<file path="src/rtl/lcdnw_pkg.sv">
// ----------------------------------------------------------------------------
// lcdnw_pkg: shared types, constants and microprogram
// Control word layout, action codes, hold times and the microcode table
// of the 4-bit character LCD write sequencer.
// ----------------------------------------------------------------------------
package lcdnw_pkg;

	localparam int STEP_W = 4;
	localparam int CNT_W  = 3;
	localparam int HOLD_W = 18;

	typedef logic [STEP_W-1:0] step_t;
	typedef logic [CNT_W-1:0]  cnt_t;
	typedef logic [HOLD_W-1:0] hold_t;

	typedef enum logic [2:0] {
		ACT_INIT  = 3'd0,
		ACT_CMD   = 3'd1,
		ACT_DATA  = 3'd2,
		ACT_POS   = 3'd3,
		ACT_CLEAR = 3'd4
	} action_t;

	typedef enum logic {
		SRC_INIT = 1'b0,
		SRC_REG  = 1'b1
	} src_t;

	typedef enum logic [1:0] {
		NIB_HI   = 2'd0,
		NIB_LO   = 2'd1,
		NIB_ZERO = 2'd2
	} nib_sel_t;

	typedef enum logic [2:0] {
		HSEL_EN    = 3'd0,
		HSEL_MID   = 3'd1,
		HSEL_END   = 3'd2,
		HSEL_FINAL = 3'd3,
		HSEL_POWER = 3'd4
	} hold_sel_t;

	typedef enum logic [1:0] {
		SEQ_NEXT = 2'd0,
		SEQ_LOOP = 2'd1,
		SEQ_END  = 2'd2
	} seq_t;

	typedef struct packed {
		src_t      src;
		nib_sel_t  nib;
		logic      en;
		hold_sel_t hold;
		seq_t      seq;
		step_t     target;
	} ctrl_t;

	localparam hold_t HOLD_EN_HIGH   = 18'd1;
	localparam hold_t HOLD_MID       = 18'd100;
	localparam hold_t HOLD_END       = 18'd2000;
	localparam hold_t HOLD_CLEAR_END = 18'd4000;
	localparam hold_t HOLD_POWER_UP  = 18'd200000;

	localparam logic [7:0] CMD_CLEAR   = 8'h01;
	localparam logic [3:0] DDRAM_ROW0  = 4'h8;
	localparam logic [3:0] DDRAM_ROW1  = 4'hC;

	// entry points and extent of the microprogram
	localparam step_t STEP_INIT      = 4'd0;
	localparam step_t STEP_INIT_BYTE = 4'd1;
	localparam step_t STEP_BYTE      = 4'd5;
	localparam step_t STEP_LAST      = 4'd8;
	localparam cnt_t  INIT_LAST      = 3'd5;

	function automatic logic [7:0] init_cmd(input cnt_t idx);
		logic [7:0] c;
		case (idx)
			3'd0: c = 8'h33;
			3'd1: c = 8'h32;
			3'd2: c = 8'h28;
			3'd3: c = 8'h0C;
			3'd4: c = 8'h01;
			3'd5: c = 8'h82;
			default: c = 8'h00;
		endcase
		return c;
	endfunction

	function automatic ctrl_t ucode(input step_t s);
		ctrl_t w;
		case (s)
			// power-up wait
			4'd0: w = '{SRC_INIT, NIB_ZERO, 1'b0, HSEL_POWER, SEQ_NEXT, 4'd0};
			// init command loop
			4'd1: w = '{SRC_INIT, NIB_HI,   1'b1, HSEL_EN,    SEQ_NEXT, 4'd0};
			4'd2: w = '{SRC_INIT, NIB_HI,   1'b0, HSEL_MID,   SEQ_NEXT, 4'd0};
			4'd3: w = '{SRC_INIT, NIB_LO,   1'b1, HSEL_EN,    SEQ_NEXT, 4'd0};
			4'd4: w = '{SRC_INIT, NIB_LO,   1'b0, HSEL_END,   SEQ_LOOP, STEP_INIT_BYTE};
			// single byte from the latched request
			4'd5: w = '{SRC_REG,  NIB_HI,   1'b1, HSEL_EN,    SEQ_NEXT, 4'd0};
			4'd6: w = '{SRC_REG,  NIB_HI,   1'b0, HSEL_MID,   SEQ_NEXT, 4'd0};
			4'd7: w = '{SRC_REG,  NIB_LO,   1'b1, HSEL_EN,    SEQ_NEXT, 4'd0};
			4'd8: w = '{SRC_REG,  NIB_LO,   1'b0, HSEL_FINAL, SEQ_END,  4'd0};
			default: w = '{SRC_REG, NIB_ZERO, 1'b0, HSEL_EN, SEQ_END, 4'd0};
		endcase
		return w;
	endfunction

endpackage

</file>
<file path="src/rtl/lcdnw_urom.sv">
// ----------------------------------------------------------------------------
// lcdnw_urom: microcode store
// Read-only control store, one control word per program step.
// ----------------------------------------------------------------------------
module lcdnw_urom (
	input  lcdnw_pkg::step_t step,
	output lcdnw_pkg::ctrl_t ctrl
);

	always_comb begin
		ctrl = lcdnw_pkg::ucode(step);
	end

endmodule

</file>
<file path="src/rtl/lcdnw_datapath.sv">
// ----------------------------------------------------------------------------
// lcdnw_datapath: byte latch, nibble and hold selection, phase register
// Latches the byte of a request, then builds each bus phase from the
// control word and registers it for the output stream.
// ----------------------------------------------------------------------------
module lcdnw_datapath (
	input  logic             clk,
	input  logic             accept,
	input  logic [2:0]       action,
	input  logic [7:0]       byte_value,
	input  logic [1:0]       row,
	input  logic [4:0]       column,
	input  logic             load,
	input  lcdnw_pkg::ctrl_t ctrl,
	input  lcdnw_pkg::cnt_t  cnt,
	input  logic             last,
	output logic [3:0]       data_nibble,
	output logic             register_select,
	output logic             enable_level,
	output lcdnw_pkg::hold_t hold_us,
	output logic             last_phase
);

	logic [7:0]       byte_q;
	logic             rs_q;
	logic             clear_q;
	logic [7:0]       cur_byte;
	logic [3:0]       nib;
	lcdnw_pkg::hold_t hold;
	logic [3:0]       nib_q;
	logic             rs_out_q;
	logic             en_q;
	lcdnw_pkg::hold_t hold_q;
	logic             last_q;

	always_ff @(posedge clk) begin
		if (accept) begin
			rs_q    <= 1'b0;
			clear_q <= 1'b0;
			case (action)
				lcdnw_pkg::ACT_CMD: begin
					byte_q <= byte_value;
				end
				lcdnw_pkg::ACT_DATA: begin
					byte_q <= byte_value;
					rs_q   <= 1'b1;
				end
				lcdnw_pkg::ACT_POS: begin
					byte_q <= {(row[0] ? lcdnw_pkg::DDRAM_ROW1 : lcdnw_pkg::DDRAM_ROW0),
						column[3:0]};
				end
				lcdnw_pkg::ACT_CLEAR: begin
					byte_q  <= lcdnw_pkg::CMD_CLEAR;
					clear_q <= 1'b1;
				end
				default: begin
					byte_q <= byte_value;
				end
			endcase
		end
	end

	always_comb begin
		cur_byte = (ctrl.src == lcdnw_pkg::SRC_INIT) ? lcdnw_pkg::init_cmd(cnt) : byte_q;
		case (ctrl.nib)
			lcdnw_pkg::NIB_HI: nib = cur_byte[7:4];
			lcdnw_pkg::NIB_LO: nib = cur_byte[3:0];
			default:           nib = 4'h0;
		endcase
		case (ctrl.hold)
			lcdnw_pkg::HSEL_EN:    hold = lcdnw_pkg::HOLD_EN_HIGH;
			lcdnw_pkg::HSEL_MID:   hold = lcdnw_pkg::HOLD_MID;
			lcdnw_pkg::HSEL_END:   hold = lcdnw_pkg::HOLD_END;
			lcdnw_pkg::HSEL_FINAL: hold = clear_q ? lcdnw_pkg::HOLD_CLEAR_END
				: lcdnw_pkg::HOLD_END;
			lcdnw_pkg::HSEL_POWER: hold = lcdnw_pkg::HOLD_POWER_UP;
			default:               hold = lcdnw_pkg::HOLD_END;
		endcase
	end

	// init phases always go to the command register
	always_ff @(posedge clk) begin
		if (load) begin
			nib_q    <= nib;
			rs_out_q <= (ctrl.src == lcdnw_pkg::SRC_REG) ? rs_q : 1'b0;
			en_q     <= ctrl.en;
			hold_q   <= hold;
			last_q   <= last;
		end
	end

	assign data_nibble     = nib_q;
	assign register_select = rs_out_q;
	assign enable_level    = en_q;
	assign hold_us         = hold_q;
	assign last_phase      = last_q;

endmodule

</file>
<file path="src/rtl/char_lcd_nibble_write_sequencer.sv">
// ----------------------------------------------------------------------------
// char_lcd_nibble_write_sequencer: 4-bit character LCD write sequencer
// Turns LCD requests into enable/data bus phases with hold times, driven
// by a microprogram with a step counter and an init command loop.
//
//  channel | dir | tdata (low bit up)                      | tuser           | tlast
//  s_*     | in  | action[2:0] byte_value[7:0] row[1:0]    | -               | -
//          |     | column[4:0], 6 zero bits                |                 |
//  m_*     | out | data_nibble[3:0] enable_level hold_us   | register_select | last
//          |     | [17:0], 1 zero bit                      |                 |
//
// one phase per cycle from the microcode step counter while m_tready is high;
// a byte request gives 4 phases, an init request 25, ignored ones none
// the next request is taken as soon as the final phase sits in the output reg
// a stalled output holds the step counter and the phase register
// reset clears the busy flag, step and loop counters and the output valid
// ----------------------------------------------------------------------------
module char_lcd_nibble_write_sequencer (
	input  logic        clk,
	input  logic        arst_n,
	input  logic        s_tvalid,
	output logic        s_tready,
	input  logic [23:0] s_tdata,   // action, byte_value, row, column
	output logic        m_tvalid,
	input  logic        m_tready,
	output logic [23:0] m_tdata,   // data_nibble, enable_level, hold_us
	output logic        m_tuser,   // register_select
	output logic        m_tlast
);

	logic [2:0]       action;
	logic [7:0]       byte_value;
	logic [1:0]       row;
	logic [4:0]       column;
	logic             accept;
	logic             busy_q;
	lcdnw_pkg::step_t step_q;
	lcdnw_pkg::cnt_t  cnt_q;
	logic             valid_q;
	lcdnw_pkg::ctrl_t ctrl;
	logic             load;
	logic             phase_last;
	logic             start;
	lcdnw_pkg::step_t entry;
	logic [3:0]       data_nibble;
	logic             register_select;
	logic             enable_level;
	lcdnw_pkg::hold_t hold_us;
	logic             last_phase;

	assign action     = s_tdata[2:0];
	assign byte_value = s_tdata[10:3];
	assign row        = s_tdata[12:11];
	assign column     = s_tdata[17:13];

	assign s_tready = !busy_q;
	assign accept   = s_tvalid && s_tready;
	assign load     = busy_q && (!valid_q || m_tready);

	always_comb begin
		start = 1'b1;
		entry = lcdnw_pkg::STEP_BYTE;
		case (action)
			lcdnw_pkg::ACT_INIT:  entry = lcdnw_pkg::STEP_INIT;
			lcdnw_pkg::ACT_CMD,
			lcdnw_pkg::ACT_DATA,
			lcdnw_pkg::ACT_CLEAR: entry = lcdnw_pkg::STEP_BYTE;
			// off-screen positions send nothing
			lcdnw_pkg::ACT_POS:   start = !column[4] && !row[1];
			default:              start = 1'b0;
		endcase
	end

	assign phase_last = (ctrl.seq == lcdnw_pkg::SEQ_END)
		|| (ctrl.seq == lcdnw_pkg::SEQ_LOOP && cnt_q == lcdnw_pkg::INIT_LAST);

	lcdnw_urom u_urom (
		.step (step_q),
		.ctrl (ctrl)
	);

	always_ff @(posedge clk or negedge arst_n) begin
		if (!arst_n) begin
			busy_q <= 1'b0;
			step_q <= '0;
			cnt_q  <= '0;
		end else if (accept) begin
			busy_q <= start;
			step_q <= entry;
			cnt_q  <= '0;
		end else if (load) begin
			if (phase_last) begin
				busy_q <= 1'b0;
			end else if (ctrl.seq == lcdnw_pkg::SEQ_LOOP) begin
				step_q <= ctrl.target;
				cnt_q  <= cnt_q + 3'd1;
			end else begin
				step_q <= step_q + 4'd1;
			end
		end
	end

	always_ff @(posedge clk or negedge arst_n) begin
		if (!arst_n) begin
			valid_q <= 1'b0;
		end else if (load) begin
			valid_q <= 1'b1;
		end else if (m_tready) begin
			valid_q <= 1'b0;
		end
	end

	lcdnw_datapath u_datapath (
		.clk             (clk),
		.accept          (accept),
		.action          (action),
		.byte_value      (byte_value),
		.row             (row),
		.column          (column),
		.load            (load),
		.ctrl            (ctrl),
		.cnt             (cnt_q),
		.last            (phase_last),
		.data_nibble     (data_nibble),
		.register_select (register_select),
		.enable_level    (enable_level),
		.hold_us         (hold_us),
		.last_phase      (last_phase)
	);

	assign m_tvalid = valid_q;
	assign m_tdata  = {1'b0, hold_us, enable_level, data_nibble};
	assign m_tuser  = register_select;
	assign m_tlast  = last_phase;

`ifndef ASSERT_OFF
	a_step_range: assert property (@(posedge clk) disable iff (!arst_n)
		busy_q |-> step_q <= lcdnw_pkg::STEP_LAST)
		else $error("microcode step beyond program");

	a_cnt_range: assert property (@(posedge clk) disable iff (!arst_n)
		cnt_q <= lcdnw_pkg::INIT_LAST)
		else $error("init loop count beyond command list");

	a_end_idle: assert property (@(posedge clk) disable iff (!arst_n)
		(load && phase_last) |=> !busy_q)
		else $error("sequencer still busy after final phase");

	a_last_out: assert property (@(posedge clk) disable iff (!arst_n)
		(load && phase_last) |=> (m_tvalid && m_tlast))
		else $error("final phase not flagged on output");
`endif

endmodule
</file>
<file path="config.mk">
export PLATFORM = sky130hd
export DESIGN_NAME = char_lcd_nibble_write_sequencer
export DESIGN_NICKNAME = d
export VERILOG_FILES = /design/src/rtl/lcdnw_pkg.sv /design/src/rtl/lcdnw_urom.sv /design/src/rtl/lcdnw_datapath.sv /design/src/rtl/char_lcd_nibble_write_sequencer.sv
export SDC_FILE = /design/constraint.sdc
export NUM_CORES = 1
export LEC_CHECK = 0
export ABC_AREA = 1
export BUFFER_PORTS_ARGS = -buffer_cell sky130_fd_sc_hd__buf_2
export CORE_MARGIN = 3
export CORE_UTILIZATION = 52
export CTS_BUF_LIST = sky130_fd_sc_hd__clkbuf_4 sky130_fd_sc_hd__clkbuf_8 sky130_fd_sc_hd__clkbuf_16
export DETAILED_ROUTE_END_ITERATION = 6
export PLACE_DENSITY_LB_ADDON = 0.2
export SLEW_MARGIN = 20
export SYNTH_ARGS = -nofsm -noshare
export SYNTH_HDL_FRONTEND = slang
export SYNTH_SLANG_ARGS = --single-unit
</file>
<file path="constraint.sdc">
create_clock -name clk -period 2.2 [get_ports clk]
set_input_delay 0.11 -clock clk [delete_from_list [all_inputs] [get_ports clk]]
set_output_delay 0.11 -clock clk [all_outputs]
set_load 0.02 [all_outputs]
</file>
* Yosys cells after proc, flatten, opt, wreduce, memory -nomap -nowiden
Memory sizes are Yosys's and may differ from the RTL's.
Cells that the tools add are included.
** Word-level totals
- Output and inout port bits :: 28
- Register bits :: 44
- Latch bits :: 0
- Input port bits :: 28
- Word-level logic and storage cells :: 77
- Memory bits (read-only) :: 160
- Memories kept :: 1
- RAM bits :: 0
** Memory list
- (name not given) :: words 16, bits a word 10, read ports 1, clocked after memory_dff 0, wr ports 0, line lcdnw_pkg.sv:91 : case (s)
** Cells by class
- Multiplexer cells :: 24
- Magnitude comparators :: 0
- Div/mod/pow operators :: 0
- Shifts and indexed selects :: 0
- Multiply operators :: 0
- Add/subtract/negate cells :: 2
- Equality and inequality tests :: 16
- Bitwise logic cells :: 0
- Reductions and logical operators :: 22
** Operator list (number)
- case mux 18 bit (4 select lines) :: 1
- case mux 8 bit (6 select lines) :: 1
- 2-to-1 mux 3 bit :: 6
- 2-to-1 mux 4 bit :: 4
- case mux 8 bit (2 select lines) :: 1
- == test 3 x 2 -> 1 bit, second input constant :: 5
- == test 3 bit, second input constant :: 4
- 2-to-1 mux 12 bit :: 1
- == test 3 x 1 -> 1 bit, second input constant :: 3
- zero test 3 bit :: 3
- 2-to-1 mux 8 bit :: 1
- case mux 4 bit (2 select lines) :: 1
- nonzero test 2 bit :: 4
- 2-to-1 mux 1 bit :: 7
- adder 4 x 1 -> 4 bit, second input constant :: 1
- == test 2 x 1 -> 1 bit, second input constant :: 2
- logical AND 1 bit :: 4
- zero test 1 bit :: 4
- AND reduction 2 bit :: 2
- OR reduction 4 bit :: 1
- adder 3 x 1 -> 3 bit, second input constant :: 1
- AND reduction 3 bit :: 1
- == test 2 bit, second input constant :: 1
- zero test 2 bit :: 1
- other kinds (3) :: 4

* Logic depth before layout (Yosys ltp)
An unclocked memory read counts as a cell.
- Depth after elaboration :: 7
- Mapped depth :: 10
- Depth with buffers taken out :: 10

* Hierarchy
Synthesis repeated with hierarchy kept, for this count alone.
** Unflattened totals
- Cell total of the unflattened synthesis :: 253
- Area, all modules :: 2092.0 um^2
** By module, submodules not included
- lcdnw_datapath :: area each 1286.2 um^2, cells each 127, instances 1
- char_lcd_nibble_write_sequencer :: area each 638.1 um^2, cells each 95, instances 1
- lcdnw_urom :: area each 167.7 um^2, cells each 31, instances 1

* Worst setup path after synthesis
OpenSTA, ideal clock, no wires.
- Path type :: register -> register
- Start point :: reg step_q[0]
- End point :: reg u_datapath.nib_q[1] (netlist: u_datapath.data_nibble[1]) (data pin)
- Period minus slack after synthesis :: 1.621 ns
- Stages on the path, launching flop included :: 10
- Arrival time :: 1.369 ns
- Buffers on the path :: 0
- Setup slack :: 0.579 ns
- Library setup time :: 0.252 ns
- Data required time :: 1.948 ns
- Path through :: dfrtp_1 > inv_1 > ha_1 > inv_2 > nor3_2 > nor2_1 > nand2_1 > inv_2 > nand2_1 > nand2_1
** On the way
- Cells in the longest elaborated chain, start to end :: 3
- Elaborated cells on any way between the ends :: 5
- Classes of those cells :: eq/ne: 1; mux: 2; reduce/logical: 1; memory: 1
** RTL lines
- start, declared :: line char_lcd_nibble_write_sequencer.sv:37 : lcdnw_pkg::step_t step_q;
- start signal, assigned :: line char_lcd_nibble_write_sequencer.sv:89 : step_q <= entry;
- start signal, assigned :: line char_lcd_nibble_write_sequencer.sv:95 : step_q <= ctrl.target;
- start signal, assigned :: line char_lcd_nibble_write_sequencer.sv:98 : step_q <= step_q + 4'd1;
- memory read (16 x 10 bit) (*)
- == test 2 x 1 -> 1 bit (tied with other cells) :: line lcdnw_datapath.sv:65 : case (ctrl.nib)
- case mux 4 bit (2 select lines) (*) :: line lcdnw_datapath.sv:65
- via u_datapath.nib[1] :: line lcdnw_datapath.sv:28 : logic [3:0] nib;
- end signal, assigned :: line lcdnw_datapath.sv:84 : nib_q <= nib;
- end, declared :: line lcdnw_datapath.sv:30 : logic [3:0] nib_q;
The timed path passes the listed nets; every way through them passes the cells marked *.
A chain may end at the register's enable or synchronous reset.

* Worst setup path after layout
Same ends and word-level chain as after synthesis.

==> reports/qor.tcl <==
set qor(postSynthRegisterBits) 35
set qor(setup_total_negative_slack_ns) 0
set qor(final_common_cell) {nand2_1}
set qor(rsz0062_at_grt) {false}
set qor(clock_tree.buffer_depth) 2
set qor(drtAntennaViolNets) 0
set qor(coreArea_um2) 3720
set qor(die_area_um2) 4700
set qor(netlist_instances) 232
set qor(yosys_most_used_dff) {edfxtp_1}
set qor(post-cts-setup-buffer-count) 0
set qor(synth.distinct_cells) 31
set qor(postLayoutSetupSlackWorst_ns) 0.383
set qor(synth_edf_count) 26
set qor(preCtsSetupSlack_ns) 0.382
set qor(detail_route.first_pass.iterations) 4
set qor(crit_type) {reg2reg}
set qor(clock_tree.htree_level_count) 2
set qor(grt_first_pass_wirelength_um) 5840
set qor(switching_share_pct) 43.4
set qor(cell_taking_the_most_area_after_synthesis) {edfxtp_1}
set qor(hold_path_class) {in2reg}
set qor(p_int_mw) 1.81
set qor(worstSetupStartpointType) {register}
set qor(maxSlewViolCount) 0
set qor(power.switching_mw) 1.39
set qor(timing.critical_path.fanout_max) 6
set qor(timing.reg2reg.worst_path_depth) 9
set qor(synth-warning-count) 0
set qor(crit_required_ns) 2.24
set qor(worstMarginPinSlew_ns) 0.570
set qor(detailed_route_wire_length_per_cell_um) 10.4
set qor(p_comb_share_pct) 47.6
set qor(synth_area_leaders) {edfxtp_1 38%, nand2_1 15%, dfrtp_1 11%}
set qor(chipHeight_um) 68.5
set qor(clk_latency_ns) 0.28
set qor(vdd_ir_drop_max_mv) 0.582
set qor(rows) 22
set qor(synthArstFlopShare_pct) 25.7
set qor(port_buffers) 42
set qor(synth-seq-area-share_pct) 49.5
set qor(tritoncts_clock_tree) {done}
set qor(finalCritPeriodShare_pct) 82.6
set qor(area_growth_pct) 14.2
set qor(setup_failing_eps_final) 0
set qor(run_status) {completed}
set qor(cts_sinks) 35
set qor(fin_crit_ns) 1.82
set qor(grtUsageTotal_pct) 17.2
set qor(cts-root-buf) {clkbuf_8}
set qor(finish.net_count) 312
set qor(total_wirelength_um) 3370
set qor(drtIter0Drc) 49
set qor(seq_power_share_pct) 37.7
set qor(crit_arrival_ns) 1.86
set qor(die_w_um) 68.5
set qor(min_path_cells) 3
set qor(grt_start_max_net_pins) 17
set qor(maxSlewHeadroom_pct) 62.0
set qor(synthDominantCellAreaShare_pct) 38.4
set qor(antennaDiodeCount) 0
set qor(drv.max_cap_violation_count) 0
set qor(static-leakage-power_nw) 1.19
set qor(antenna_found_initial) 0
set qor(finalClockSkew_ns) 0.00646
set qor(io-pin-count) 56
set qor(vias_per_cell) 4.67
set qor(final-hold-violation-count) 0
set qor(via_total_after_detailed_routing) 1513
set qor(floorplan.initialDensity_pct) 54.7
set qor(cts_made_buffers) 5
set qor(final_cell_mix) {79 x nand2_1, 42 x buf_2, 26 x nor2_1, 26 x edfxtp_1, 22 x inv_1}
set qor(mappedNetlistArea_um2) 2030
set qor(pwr-share-clk_pct) 14.7
set qor(drt_drc_violations_left) 0
set qor(globalRouteOverflowTotal) 0
set qor(final_layout_size_suffix_gt1_share_pct) 25.7
set qor(pwr_per_cell_area_nw_per_um2) 1380
set qor(globalplace.congestion) 0.818
set qor(max_freq_mhz) 550
set qor(synth_area_per_cell_um2) 8.76
set qor(vias_in_the_first_global_route) 1392
set qor(clk_transition_reported_paths_ns) 0.07
set qor(place.detailed.hpwl_um) 2690
set qor(crit_path_end_kind) {register}
set qor(fillerInstances) 330
-- worst max-delay path, cell delays in order (launching register included) --
cell     delay, ns
dfrtp_1       0.43
inv_1         0.13
ha_1          0.34
inv_2         0.13
nor3_2        0.19
nor2_1        0.08
nand2_1       0.11
inv_2         0.05
nand2_1       0.05
nand2_1       0.05
-- state kept, by name (all words and copies together) (netlist names) --
name	count
step_q	4
m_tvalid	1
u_datapath.register_select	1
busy_q	1
u_datapath.enable_level	1
u_datapath.byte_q	8
u_datapath.clear_q	1
cnt_q	3
u_datapath.data_nibble	4
u_datapath.hold_us	9
u_datapath.last_phase	1
u_datapath.rs_q	1
-- cell type report --
cell class / instances / area, um^2 / share of cell area (%)
Clock buffer: 8 / 91.3 / 3.93
Inverter: 28 / 110 / 4.74
Tap cell: 48 / 60.1 / 2.59
Multi-Input combinational cell: 162 / 835 / 35.9
Sequential cell: 35 / 1010 / 43.3
Timing Repair Buffer: 43 / 220 / 9.48
-- synthesized netlist by cell type, types with 2 or more instances --
cell and instances:
ha_1 9, nand4_1 4, buf_6 2, edfxtp_1 26, nand3_2 2, nand2_2 4
nand3_1 8, inv_2 4, nor2_1 26, nand2_4 2, buf_4 11, dfrtp_1 9
o21ai_4 2, inv_4 2, o21ai_0 6, nand2_1 79, inv_1 22
-- worst paths after layout --
path	slack, ns	from	end
setup / recovery	0.38	step_q[0]$_DFFE_PN0P_	u_datapath.data_nibble[1]$_DFFE_PP_
hold / removal	0.09	s_tdata[10]	u_datapath.byte_q[7]$_DFFE_PP_
setup reg to reg	0.38	step_q[0]$_DFFE_PN0P_	u_datapath.data_nibble[1]$_DFFE_PP_
hold reg to reg	0.52	busy_q$_DFFE_PN0P_	busy_q$_DFFE_PN0P_
max in group asynchronous	1.79	arst_n	step_q[3]$_DFFE_PN0P_
min in group asynchronous	0.22	arst_n	busy_q$_DFFE_PN0P_
-- logic make-up after synthesis --
group,share of synthesized area [%]
flip-flops,49.5
other,0.184
adder cells (fa/ha/maj),5.54
AND/OR/NAND/NOR,28.2
XOR/XNOR,0.431
AO/OA/AOI/OAI,5.60
buffers and inverters,10.6
-- timing repair --
| action | 4_1_cts | 5_1_grt |
|---|---|---|
| gates resized for setup | 0 | 0 |
| endpoints found under the setup margin | 0 | 0 |
| endpoints found under the hold margin | 9 | 0 |
| hold buffers | 1 | 0 |
-- power by group through the flow --
stage,sequential [mW],clock [mW],combinational [mW]
floorplan,1.36,0,1.09
global placement,1.21,0,1.51
detailed placement,1.22,0,1.55
CTS,1.21,0.482,1.55
global route,1.24,0.507,1.76
finish,1.21,0.471,1.52
-- layer usage --
| layer | GRT usage, % | wire (um) |
|---|---|---|
| met3 | 5.51 | 223 |
| met5 | 0 | 0 |
| met4 | 9.68 | 80 |
| met1 | 19.6 | 1430 |
| met2 | 28.5 | 1630 |
-- per-stage QoR --
stage	area (um^2)	cells	utilization (%)	hold slack, ns	power (mW)
floorplan	2060	238	-	-0.186	2.45
global placement	2220	315	59.8	-0.0262	2.72
detailed placement	2220	315	59.8	-0.0243	2.77
CTS	2320	324	62.5	0.0799	3.24
global route	2320	324	62.5	0.0947	3.51
finish	2320	324	62.5	0.0903	3.20
Note: power is estimated with default switching activity, not from simulation.
